**config.mk**
```make
export PLATFORM = sky130hd
export DESIGN_NAME = button_event_detector
export DESIGN_NICKNAME = d
export VERILOG_FILES = /design/src/design/bed_pkg.sv /design/src/design/button_event_detector.sv /design/src/design/bed_cfg_regs.sv /design/src/design/bed_tick_engine.sv
export SDC_FILE = /design/constraint.sdc
export NUM_CORES = 1
export LEC_CHECK = 0
export BUFFER_PORTS_ARGS = -buffer_cell sky130_fd_sc_hd__buf_2
export CORE_MARGIN = 2
export CORE_UTILIZATION = 60
export CTS_CLUSTER_DIAMETER = 200
export DETAILED_ROUTE_END_ITERATION = 8
export PLACE_DENSITY_LB_ADDON = 0.3
export SETUP_SLACK_MARGIN = 0.2
export SLEW_MARGIN = 20
export SYNTH_ARGS = -nofsm -noshare
export SYNTH_HDL_FRONTEND = slang
export SYNTH_HIERARCHICAL = 1
export SYNTH_SLANG_ARGS = --single-unit
```
**constraint.sdc**
```tcl
create_clock -name clk -period 3.4 [get_ports clk]
set_clock_uncertainty 0.05 [all_clocks]
set_input_delay 0.34 -clock clk [delete_from_list [all_inputs] [get_ports clk]]
set_output_delay 0.34 -clock clk [all_outputs]
set_load 0.05 [all_outputs]
```
**src/design/bed_pkg.sv**
```systemverilog
// Shared types and constants for the button event detector.
package bed_pkg;

	localparam int unsigned CNT_W     = 8;
	localparam int unsigned CFG_IDX_W = 3;

	localparam logic [CNT_W-1:0] CNT_MAX = {CNT_W{1'b1}};

	// configuration register indexes
	localparam logic [CFG_IDX_W-1:0] CFG_DEBOUNCE_TICKS = 3'd0;
	localparam logic [CFG_IDX_W-1:0] CFG_CLICK_TIMEOUT  = 3'd1;
	localparam logic [CFG_IDX_W-1:0] CFG_REPEAT_DELAY   = 3'd2;
	localparam logic [CFG_IDX_W-1:0] CFG_REPEAT_PERIOD  = 3'd3;
	localparam logic [CFG_IDX_W-1:0] CFG_LONG_TICKS     = 3'd4;
	localparam logic [CFG_IDX_W-1:0] CFG_LONGER_TICKS   = 3'd5;
	localparam logic [CFG_IDX_W-1:0] CFG_LONGEST_TICKS  = 3'd6;

	// register reset values
	localparam logic [CNT_W-1:0] RST_DEBOUNCE_TICKS = 8'd5;
	localparam logic [CNT_W-1:0] RST_CLICK_TIMEOUT  = 8'd30;
	localparam logic [CNT_W-1:0] RST_REPEAT_DELAY   = 8'd50;
	localparam logic [CNT_W-1:0] RST_REPEAT_PERIOD  = 8'd10;
	localparam logic [CNT_W-1:0] RST_LONG_TICKS     = 8'd100;
	localparam logic [CNT_W-1:0] RST_LONGER_TICKS   = 8'd150;
	localparam logic [CNT_W-1:0] RST_LONGEST_TICKS  = 8'd200;

	// hold levels, release classes and click counts
	localparam logic [1:0] LVL_NONE    = 2'd0;
	localparam logic [1:0] LVL_LONG    = 2'd1;
	localparam logic [1:0] LVL_LONGER  = 2'd2;
	localparam logic [1:0] LVL_LONGEST = 2'd3;
	localparam logic [1:0] TALLY_MAX   = 2'd3;

	typedef enum logic [1:0] {
		PH_RELEASED      = 2'd0,
		PH_PRESSED       = 2'd1,
		PH_REL_PENDING   = 2'd2,
		PH_PRESS_PENDING = 2'd3
	} phase_t;

	// what one tick does once debounce has been settled
	typedef enum logic [2:0] {
		ACT_NONE,    // debounce tick, no result
		ACT_IDLE,    // released and quiet
		ACT_PRESS,   // accepted press
		ACT_HOLD,    // held tick
		ACT_RELEASE  // accepted release
	} act_t;

	typedef struct packed {
		logic [CNT_W-1:0] debounce_ticks;
		logic [CNT_W-1:0] click_timeout;
		logic [CNT_W-1:0] repeat_delay;
		logic [CNT_W-1:0] repeat_period;
		logic [CNT_W-1:0] long_ticks;
		logic [CNT_W-1:0] longer_ticks;
		logic [CNT_W-1:0] longest_ticks;
	} cfg_t;

	typedef struct packed {
		logic       rising_edge;
		logic       falling_edge;
		logic       repeat_press;
		logic [1:0] hold_level_reached;
		logic       release_valid;
		logic [1:0] release_class;
		logic [1:0] click_event;
	} res_t;

endpackage

```
**src/design/button_event_detector.sv**
```systemverilog
// Button event detector top level: input stage, tick engine and result register.
// A tick request is registered in the input stage, then evaluated by the engine;
//   its result is registered in the result register. Debounce ticks produce no result.
// Throughput: one tick per cycle while out_stall does not hold the result register.
// Reset (arst_n low, asynchronous): registers to defaults, button released,
//   all counters and the click tally cleared, both stages empty.
module button_event_detector (
	input  logic                          clk,
	input  logic                          arst_n,
	// configuration write channel
	input  logic                          cfg_valid,
	output logic                          cfg_ready,
	input  logic [bed_pkg::CFG_IDX_W-1:0] cfg_index,
	input  logic [bed_pkg::CNT_W-1:0]     cfg_data,
	// tick request channel
	input  logic                          in_valid,
	output logic                          in_stall,
	input  logic                          raw_level,
	// result channel
	output logic                          out_valid,
	input  logic                          out_stall,
	output logic                          rising_edge,
	output logic                          falling_edge,
	output logic                          repeat_press,
	output logic [1:0]                    hold_level_reached,
	output logic                          release_valid,
	output logic [1:0]                    release_class,
	output logic [1:0]                    click_event
);

	bed_pkg::cfg_t cfg;
	bed_pkg::res_t res;
	bed_pkg::res_t res_s2;
	logic          valid_s1;
	logic          lvl_s1;
	logic          valid_s2;
	logic          step;
	logic          emit;
	logic          in_acc;

	// Always ready; writes are made only while no request is in flight (user's rule, not enforced).
	assign cfg_ready = 1'b1;

	bed_cfg_regs u_cfg (
		.clk      (clk),
		.arst_n   (arst_n),
		.wr_en    (cfg_valid & cfg_ready),
		.wr_index (cfg_index),
		.wr_data  (cfg_data),
		.cfg      (cfg)
	);

	// The engine advances when the input stage holds a tick and the result
	// register is empty or is being drained this cycle. Debounce ticks
	// advance too, they simply leave nothing in the result register.
	assign step     = valid_s1 & (~valid_s2 | ~out_stall);
	assign in_stall = valid_s1 & ~step;
	assign in_acc   = in_valid & ~in_stall;

	always_ff @(posedge clk or negedge arst_n) begin
		if (!arst_n) begin
			valid_s1 <= 1'b0;
		end else if (in_acc) begin
			valid_s1 <= 1'b1;
		end else if (step) begin
			valid_s1 <= 1'b0;
		end
	end

	always_ff @(posedge clk) begin
		if (in_acc) begin
			lvl_s1 <= raw_level;
		end
	end

	bed_tick_engine u_engine (
		.clk    (clk),
		.arst_n (arst_n),
		.step   (step),
		.lvl    (lvl_s1),
		.cfg    (cfg),
		.emit   (emit),
		.res    (res)
	);

	// result register: filled on an emitting step, emptied when taken
	always_ff @(posedge clk or negedge arst_n) begin
		if (!arst_n) begin
			valid_s2 <= 1'b0;
		end else if (step) begin
			valid_s2 <= emit;
		end else if (~out_stall) begin
			valid_s2 <= 1'b0;
		end
	end

	always_ff @(posedge clk) begin
		if (step && emit) begin
			res_s2 <= res;
		end
	end

	assign out_valid          = valid_s2;
	assign rising_edge        = res_s2.rising_edge;
	assign falling_edge       = res_s2.falling_edge;
	assign repeat_press       = res_s2.repeat_press;
	assign hold_level_reached = res_s2.hold_level_reached;
	assign release_valid      = res_s2.release_valid;
	assign release_class      = res_s2.release_class;
	assign click_event        = res_s2.click_event;

endmodule

```
**src/design/bed_cfg_regs.sv**
```systemverilog
// Configuration register file of the button event detector.
module bed_cfg_regs (
	input  logic                           clk,
	input  logic                           arst_n,
	input  logic                           wr_en,
	input  logic [bed_pkg::CFG_IDX_W-1:0]  wr_index,
	input  logic [bed_pkg::CNT_W-1:0]      wr_data,
	output bed_pkg::cfg_t                  cfg
);

	bed_pkg::cfg_t cfg_q;

	always_ff @(posedge clk or negedge arst_n) begin
		if (!arst_n) begin
			cfg_q.debounce_ticks <= bed_pkg::RST_DEBOUNCE_TICKS;
			cfg_q.click_timeout  <= bed_pkg::RST_CLICK_TIMEOUT;
			cfg_q.repeat_delay   <= bed_pkg::RST_REPEAT_DELAY;
			cfg_q.repeat_period  <= bed_pkg::RST_REPEAT_PERIOD;
			cfg_q.long_ticks     <= bed_pkg::RST_LONG_TICKS;
			cfg_q.longer_ticks   <= bed_pkg::RST_LONGER_TICKS;
			cfg_q.longest_ticks  <= bed_pkg::RST_LONGEST_TICKS;
		end else if (wr_en) begin
			unique case (wr_index)
				bed_pkg::CFG_DEBOUNCE_TICKS: cfg_q.debounce_ticks <= wr_data;
				bed_pkg::CFG_CLICK_TIMEOUT:  cfg_q.click_timeout  <= wr_data;
				bed_pkg::CFG_REPEAT_DELAY:   cfg_q.repeat_delay   <= wr_data;
				bed_pkg::CFG_REPEAT_PERIOD:  cfg_q.repeat_period  <= wr_data;
				bed_pkg::CFG_LONG_TICKS:     cfg_q.long_ticks     <= wr_data;
				bed_pkg::CFG_LONGER_TICKS:   cfg_q.longer_ticks   <= wr_data;
				bed_pkg::CFG_LONGEST_TICKS:  cfg_q.longest_ticks  <= wr_data;
				default: ; // unmapped index, dropped
			endcase
		end
	end

	assign cfg = cfg_q;

endmodule

```
**src/design/bed_tick_engine.sv**
```systemverilog
// Per-tick debounce, hold, repeat and click state with its update logic.
module bed_tick_engine (
	input  logic          clk,
	input  logic          arst_n,
	input  logic          step,
	input  logic          lvl,
	input  bed_pkg::cfg_t cfg,
	output logic          emit,
	output bed_pkg::res_t res
);

	bed_pkg::phase_t            phase_q, phase_d;
	logic [bed_pkg::CNT_W-1:0]  dbc_q, dbc_d;
	logic [bed_pkg::CNT_W-1:0]  hold_q, hold_d;
	logic [bed_pkg::CNT_W-1:0]  rep_q, rep_d;
	logic [bed_pkg::CNT_W-1:0]  ctmr_q, ctmr_d;
	logic [1:0]                 tally_q, tally_d;
	bed_pkg::act_t              act;

	logic [bed_pkg::CNT_W-1:0]  hold_inc;
	logic [bed_pkg::CNT_W-1:0]  rep_dec;
	logic [bed_pkg::CNT_W-1:0]  ctmr_run;
	logic [1:0]                 tally_run;

	// debounce decode: phase and action
	always_comb begin
		phase_d = phase_q;
		dbc_d   = dbc_q;
		act     = bed_pkg::ACT_NONE;
		unique case (phase_q)
			bed_pkg::PH_RELEASED: begin
				if (!lvl) begin
					act = bed_pkg::ACT_IDLE;
				end else if (cfg.debounce_ticks == '0) begin
					act     = bed_pkg::ACT_PRESS;
					phase_d = bed_pkg::PH_PRESSED;
				end else begin
					phase_d = bed_pkg::PH_PRESS_PENDING;
					dbc_d   = cfg.debounce_ticks - 8'd1;
				end
			end
			bed_pkg::PH_PRESSED: begin
				if (lvl) begin
					act = bed_pkg::ACT_HOLD;
				end else if (cfg.debounce_ticks == '0) begin
					act     = bed_pkg::ACT_RELEASE;
					phase_d = bed_pkg::PH_RELEASED;
				end else begin
					phase_d = bed_pkg::PH_REL_PENDING;
					dbc_d   = cfg.debounce_ticks - 8'd1;
				end
			end
			bed_pkg::PH_PRESS_PENDING: begin
				if (!lvl) begin
					phase_d = bed_pkg::PH_RELEASED;
				end else if (dbc_q != '0) begin
					dbc_d = dbc_q - 8'd1;
				end else begin
					act     = bed_pkg::ACT_PRESS;
					phase_d = bed_pkg::PH_PRESSED;
				end
			end
			bed_pkg::PH_REL_PENDING: begin
				if (lvl) begin
					phase_d = bed_pkg::PH_PRESSED;
				end else if (dbc_q != '0) begin
					dbc_d = dbc_q - 8'd1;
				end else begin
					act     = bed_pkg::ACT_RELEASE;
					phase_d = bed_pkg::PH_RELEASED;
				end
			end
			default: ;
		endcase
	end

	assign hold_inc = (hold_q == bed_pkg::CNT_MAX) ? hold_q : hold_q + 8'd1;
	assign rep_dec  = rep_q - 8'd1;

	// click timer and tally after the action, before the countdown
	always_comb begin
		ctmr_run  = ctmr_q;
		tally_run = tally_q;
		if (act == bed_pkg::ACT_PRESS || act == bed_pkg::ACT_HOLD ||
		    act == bed_pkg::ACT_RELEASE) begin
			ctmr_run = cfg.click_timeout;
		end
		if (act == bed_pkg::ACT_RELEASE && tally_q != bed_pkg::TALLY_MAX) begin
			tally_run = tally_q + 2'd1;
		end
	end

	// counter next state
	always_comb begin
		hold_d  = hold_q;
		rep_d   = rep_q;
		ctmr_d  = ctmr_q;
		tally_d = tally_q;
		if (act != bed_pkg::ACT_NONE) begin
			if (ctmr_run != '0) begin
				ctmr_d  = ctmr_run - 8'd1;
				tally_d = tally_run;
			end else begin
				ctmr_d  = ctmr_run;
				tally_d = '0;
			end
		end
		unique case (act)
			bed_pkg::ACT_PRESS: begin
				hold_d = '0;
				rep_d  = cfg.repeat_delay;
			end
			bed_pkg::ACT_HOLD: begin
				hold_d = hold_inc;
				rep_d  = (rep_dec == '0) ? cfg.repeat_period : rep_dec;
			end
			default: ;
		endcase
	end

	// result fields
	always_comb begin
		res  = '0;
		emit = (act != bed_pkg::ACT_NONE);
		if (emit && ctmr_run == '0) begin
			res.click_event = tally_run;
		end
		unique case (act)
			bed_pkg::ACT_PRESS: begin
				res.rising_edge  = 1'b1;
				res.repeat_press = 1'b1;
			end
			bed_pkg::ACT_HOLD: begin
				res.repeat_press = (rep_dec == '0);
				priority if (hold_inc == cfg.long_ticks)
					res.hold_level_reached = bed_pkg::LVL_LONG;
				else if (hold_inc == cfg.longer_ticks)
					res.hold_level_reached = bed_pkg::LVL_LONGER;
				else if (hold_inc == cfg.longest_ticks)
					res.hold_level_reached = bed_pkg::LVL_LONGEST;
				else
					res.hold_level_reached = bed_pkg::LVL_NONE;
			end
			bed_pkg::ACT_RELEASE: begin
				res.falling_edge  = 1'b1;
				res.release_valid = 1'b1;
				priority if (hold_q < cfg.long_ticks)
					res.release_class = bed_pkg::LVL_NONE;
				else if (hold_q < cfg.longer_ticks)
					res.release_class = bed_pkg::LVL_LONG;
				else if (hold_q < cfg.longest_ticks)
					res.release_class = bed_pkg::LVL_LONGER;
				else
					res.release_class = bed_pkg::LVL_LONGEST;
			end
			default: ;
		endcase
	end

	always_ff @(posedge clk or negedge arst_n) begin
		if (!arst_n) begin
			phase_q <= bed_pkg::PH_RELEASED;
			dbc_q   <= '0;
			hold_q  <= '0;
			rep_q   <= '0;
			ctmr_q  <= '0;
			tally_q <= '0;
		end else if (step) begin
			phase_q <= phase_d;
			dbc_q   <= dbc_d;
			hold_q  <= hold_d;
			rep_q   <= rep_d;
			ctmr_q  <= ctmr_d;
			tally_q <= tally_d;
		end
	end

endmodule
```
==> results.rst <==
.. list-table::
   :header-rows: 1

   * - Metric
     - Value
   * - Result of the run
     - complete, no violations
   * - Standard cell core area
     - 10400 sq um
   * - Maximum Capacitance Violations
     - 0
   * - Number of CTS-inserted buffers
     - 9
   * - 1st-pass router iterations
     - 5
   * - Synthesized area divided by synthesized cell count
     - 10.0 sq um
   * - Slew at the pin with the worst max-slew slack
     - 0.862 ns
   * - Hold-fix buffers at CTS
     - 0
   * - Net Sw Frac
     - 41.7%
   * - Proportion of synthesized area in mux cells
     - 12.4%
   * - H-tree level count
     - 3
   * - Hold Path Class
     - primary input to async pin
   * - Startpoint-to-endpoint class of the critical path
     - flop to flop
   * - Synth Area in Simple Gates
     - 15.8%
   * - Clock-pin slew on the worst setup and hold paths
     - 0.10 ns
   * - Ys flop type
     - sky130_fd_sc_hd__dfrtp_1
   * - Power per cell area
     - 744 nW/um^2
   * - Largest net degree at the start of global routing
     - 70
   * - Maximum frequency from static timing analysis
     - 0.321 GHz
   * - Maximum number of buffers from clock root to sink
     - 2
   * - WL final
     - 15200 um
   * - Number of filler instances in the final layout
     - 779
   * - Leading cell types in the layout, fill and taps excluded
     - sky130_fd_sc_hd__dfrtp_1 (71), sky130_fd_sc_hd__mux2_2 (57), sky130_fd_sc_hd__nand2_1 (47)
   * - Root buffer selected by CTS
     - sky130_fd_sc_hd__clkbuf_8
   * - Fin Setup TNS
     - 0 ns
   * - Worst voltage drop across the vdd grid
     - 0.474 mV
   * - Wire length of the first global-routing pass
     - 25000 um
   * - Arrival time of the worst setup path
     - 3.29 ns
   * - Clock latency at the later pin of the worst-skew pair
     - 0.38 ns
   * - Most common cell after layout, fill and taps aside
     - sky130_fd_sc_hd__dfrtp_1
   * - Number of warnings issued by yosys
     - 6
   * - Area fraction in compound gates after synthesis
     - 13.8%
   * - Finish-stage setup viols
     - 0
   * - Unrepaired setup endpoints after global routing
     - no
   * - Combinational share of power
     - 43.3%
   * - Post-Synth XOR/XNOR Area
     - 5.72%
   * - Register bit total from synthesis
     - 105
   * - Rows
     - 37
   * - P&R area growth vs syn
     - 8.74%
   * - Internal power of the cells
     - 3.03 mW
   * - Proportion of synthesized chip area in sequential cells
     - 42.1%
   * - IO Pins
     - 30
   * - Proportion of register bits with asynchronous set or reset after synthesis
     - 89.5%
   * - Switching power total
     - 2.17 mW
   * - Routed via count
     - 5080
   * - Highest net fanout along the worst path
     - 10
   * - Post-detailed-placement half-perimeter wirelength
     - 10800 um
   * - Core occupancy in the finished layout
     - 67.4%
   * - Clock network fraction of design power
     - 16.1%
   * - Count of antenna-violating nets left after detailed routing
     - 0
   * - Fraction of final layout cells sized beyond drive strength 1
     - 24.2%
   * - Sequential share of power
     - 40.7%
   * - Number of antenna violations at the first check in global routing
     - 0
   * - Longest individual stage delay on the worst path
     - 0.60 ns
   * - Tot GR Track Use
     - 27.8%
   * - Normalized max-slew margin
     - 42.6%
   * - Cells after synthesis
     - 643
   * - WHS
     - 0.0226 ns
   * - DRC errors left
     - 0
   * - Number of synthesized flops with an enable pin
     - 11
   * - Static leakage
     - 2.96 nW
   * - N_diodes
     - 0
   * - Routability congestion estimate
     - 0.904
   * - Total Die Area
     - 11600 sq um
   * - Chip Height
     - 108 um
   * - Width of the die
     - 108 um
   * - Number of global-route vias before repair
     - 4977
   * - Effective utilization at floorplan
     - 62.0%
   * - Post-layout minimum cycle time
     - 3.11 ns
   * - Dominant combinational cell family by area after synthesis
     - simple AND/OR/NAND/NOR gates
   * - Grt ovf
     - 0
   * - Final period util
     - 91.6%
   * - Data required time at the worst endpoint
     - 3.58 ns
   * - Max-slew violation count
     - 0
   * - Type of origin of the critical path
     - flop
   * - Slowest cell on the critical path
     - sky130_fd_sc_hd__or4_4
   * - Combined area of all synthesized cells
     - 6430 sq um
   * - TritonCTS clock tree
     - yes
   * - Unique masters post-synth
     - 73
   * - Ordered list of cells on the worst path
     - or4_4 -> o21ai_1 -> nand3_2 -> and2_4 -> mux2i_4 -> ha_1 -> nand3_1 -> mux2_4 -> buf_4 -> nor3_1
   * - Arithmetic-cell share of the synthesized area counting full adders, half adders and majority gates
     - 5.45%
   * - Final hold violations
     - 0
   * - Detailed router's first-iteration violation count
     - 385
   * - Ratio of routed vias to standard cells
     - 6.28
   * - Post-detailed-route wirelength per cell
     - 18.8 um
   * - Post-layout net count
     - 713
   * - IO Port Bufs
     - 28
   * - Clock sink total
     - 105
   * - Net count of the mapped netlist
     - 688
   * - Endpoint type of the worst setup path
     - flop
-- stage by stage --
step | std cells | setup WS, ns | power [mW] | area (sq um)
CTS | 802 | 0.230 | 5.13 | 6900
floorplan | 643 | 0.408 | 3.72 | 6430
finish | 809 | 0.286 | 5.20 | 6990
global route | 809 | 0.209 | 5.56 | 6990
global placement | 786 | 0.291 | 4.16 | 6660
detailed placement | 786 | 0.156 | 4.27 | 6660
-- worst max-delay path, delay by kind of cell, from the launching register on --
kind / cells / cell delay, ns
AOI/OAI and AO/OA: 1 / 0.23
adders and majority gates: 1 / 0.21
buffers and inverters: 1 / 0.17
DFF: 1 / 0.45
muxes: 2 / 0.57
and+or+nand+nor: 5 / 1.28
-- routing by layer --
metal  track usage, %  routed length [um]  share of wire (%)
met1             38.5                6690                 44
met2             43.4                7110                 47
met3             4.54                 890                5.8
met4             11.8                 527                3.5
met5                0                   0                  0
-- timing repair --
item                                    4_1_cts  5_1_grt
buffers inserted                              0        7
pin swaps                                     0        1
gates resized for setup                       3        7
endpoints found under the setup margin        2       10
-- final timing paths --
check,startpoint,endpoint,slack [ns],depth (start not counted)
max,u_engine/dbc_q[3],click_event[0],0.29,10
min,arst_n,u_cfg/cfg[31],0.02,1
max reg2reg,u_engine/dbc_q[3],click_event[0],0.29,10
min reg2reg,u_cfg/cfg[39],u_cfg/cfg[39],0.46,1
max in group asynchronous,arst_n,u_cfg/cfg[50],2.49,2
min in group clk,raw_level,lvl_s1,0.08,1
-- cell usage after synthesis (all sizes together) (4+ instances only) --
master	number	area [sq um]
dfstp	21	552
nor3	22	133
nor2b	4	25.0
o21ai	30	154
and2	5	33.8
a31oi	7	43.8
inv	38	143
and3	5	31.3
o22ai	8	50.1
or4	7	63.8
buf	16	96.3
mux2i	12	124
xor2	12	105
or3	7	43.8
nand4	5	31.3
dfrtp	73	1830
nand3	17	90.1
or2	4	25.0
mux2	59	672
o211ai	5	42.5
xnor2	30	263
edfxtp	11	330
a21oi	38	190
ha	28	350
nor4	4	25.0
nor2	41	154
nand2b	8	50.1
nand2	47	176
o31ai	11	82.6
a211oi	6	45.0
clkbuf	15	57.6
-- final cells by class --
type | instances | area [sq um] | share of cell area, %
Clock buffer | 12 | 188 | 2.69
Clock inverter | 4 | 37.5 | 0.537
Inverter | 39 | 146 | 2.09
Multi-Input combinational cell | 468 | 3470 | 49.6
Sequential cell | 105 | 2710 | 38.8
Tap cell | 136 | 170 | 2.43
Timing Repair Buffer | 45 | 270 | 3.87
-- flip-flops by register name, indices dropped and copies added (netlist names), 2 cells and up --
register,flops
click_event,2
hold_level_reached,2
release_class,2
u_cfg/cfg,56
u_engine/ctmr_q,8
u_engine/dbc_q,8
u_engine/hold_q,8
u_engine/phase_q,2
u_engine/rep_q,8
u_engine/tally_q,2
-- power groups by stage --
stage	combinational (mW)	clock, mW	sequential, mW
floorplan	1.67	0	2.05
global placement	2.08	0	2.08
detailed placement	2.16	0	2.11
CTS	2.19	0.851	2.09
global route	2.50	0.896	2.17
finish	2.25	0.836	2.12
-- cells by family (layout without fill, tap and decap cells) --
family / count (synthesis) / count (layout)
mux: 71 / 71
simple gates: 189 / 189
xor+xnor: 42 / 42
other cells: 1 / 1
fa+ha+maj: 28 / 28
flops: 105 / 105
buf+inv: 70 / 100
compound gates: 137 / 137
Note: power is estimated with default switching activity, not from simulation.
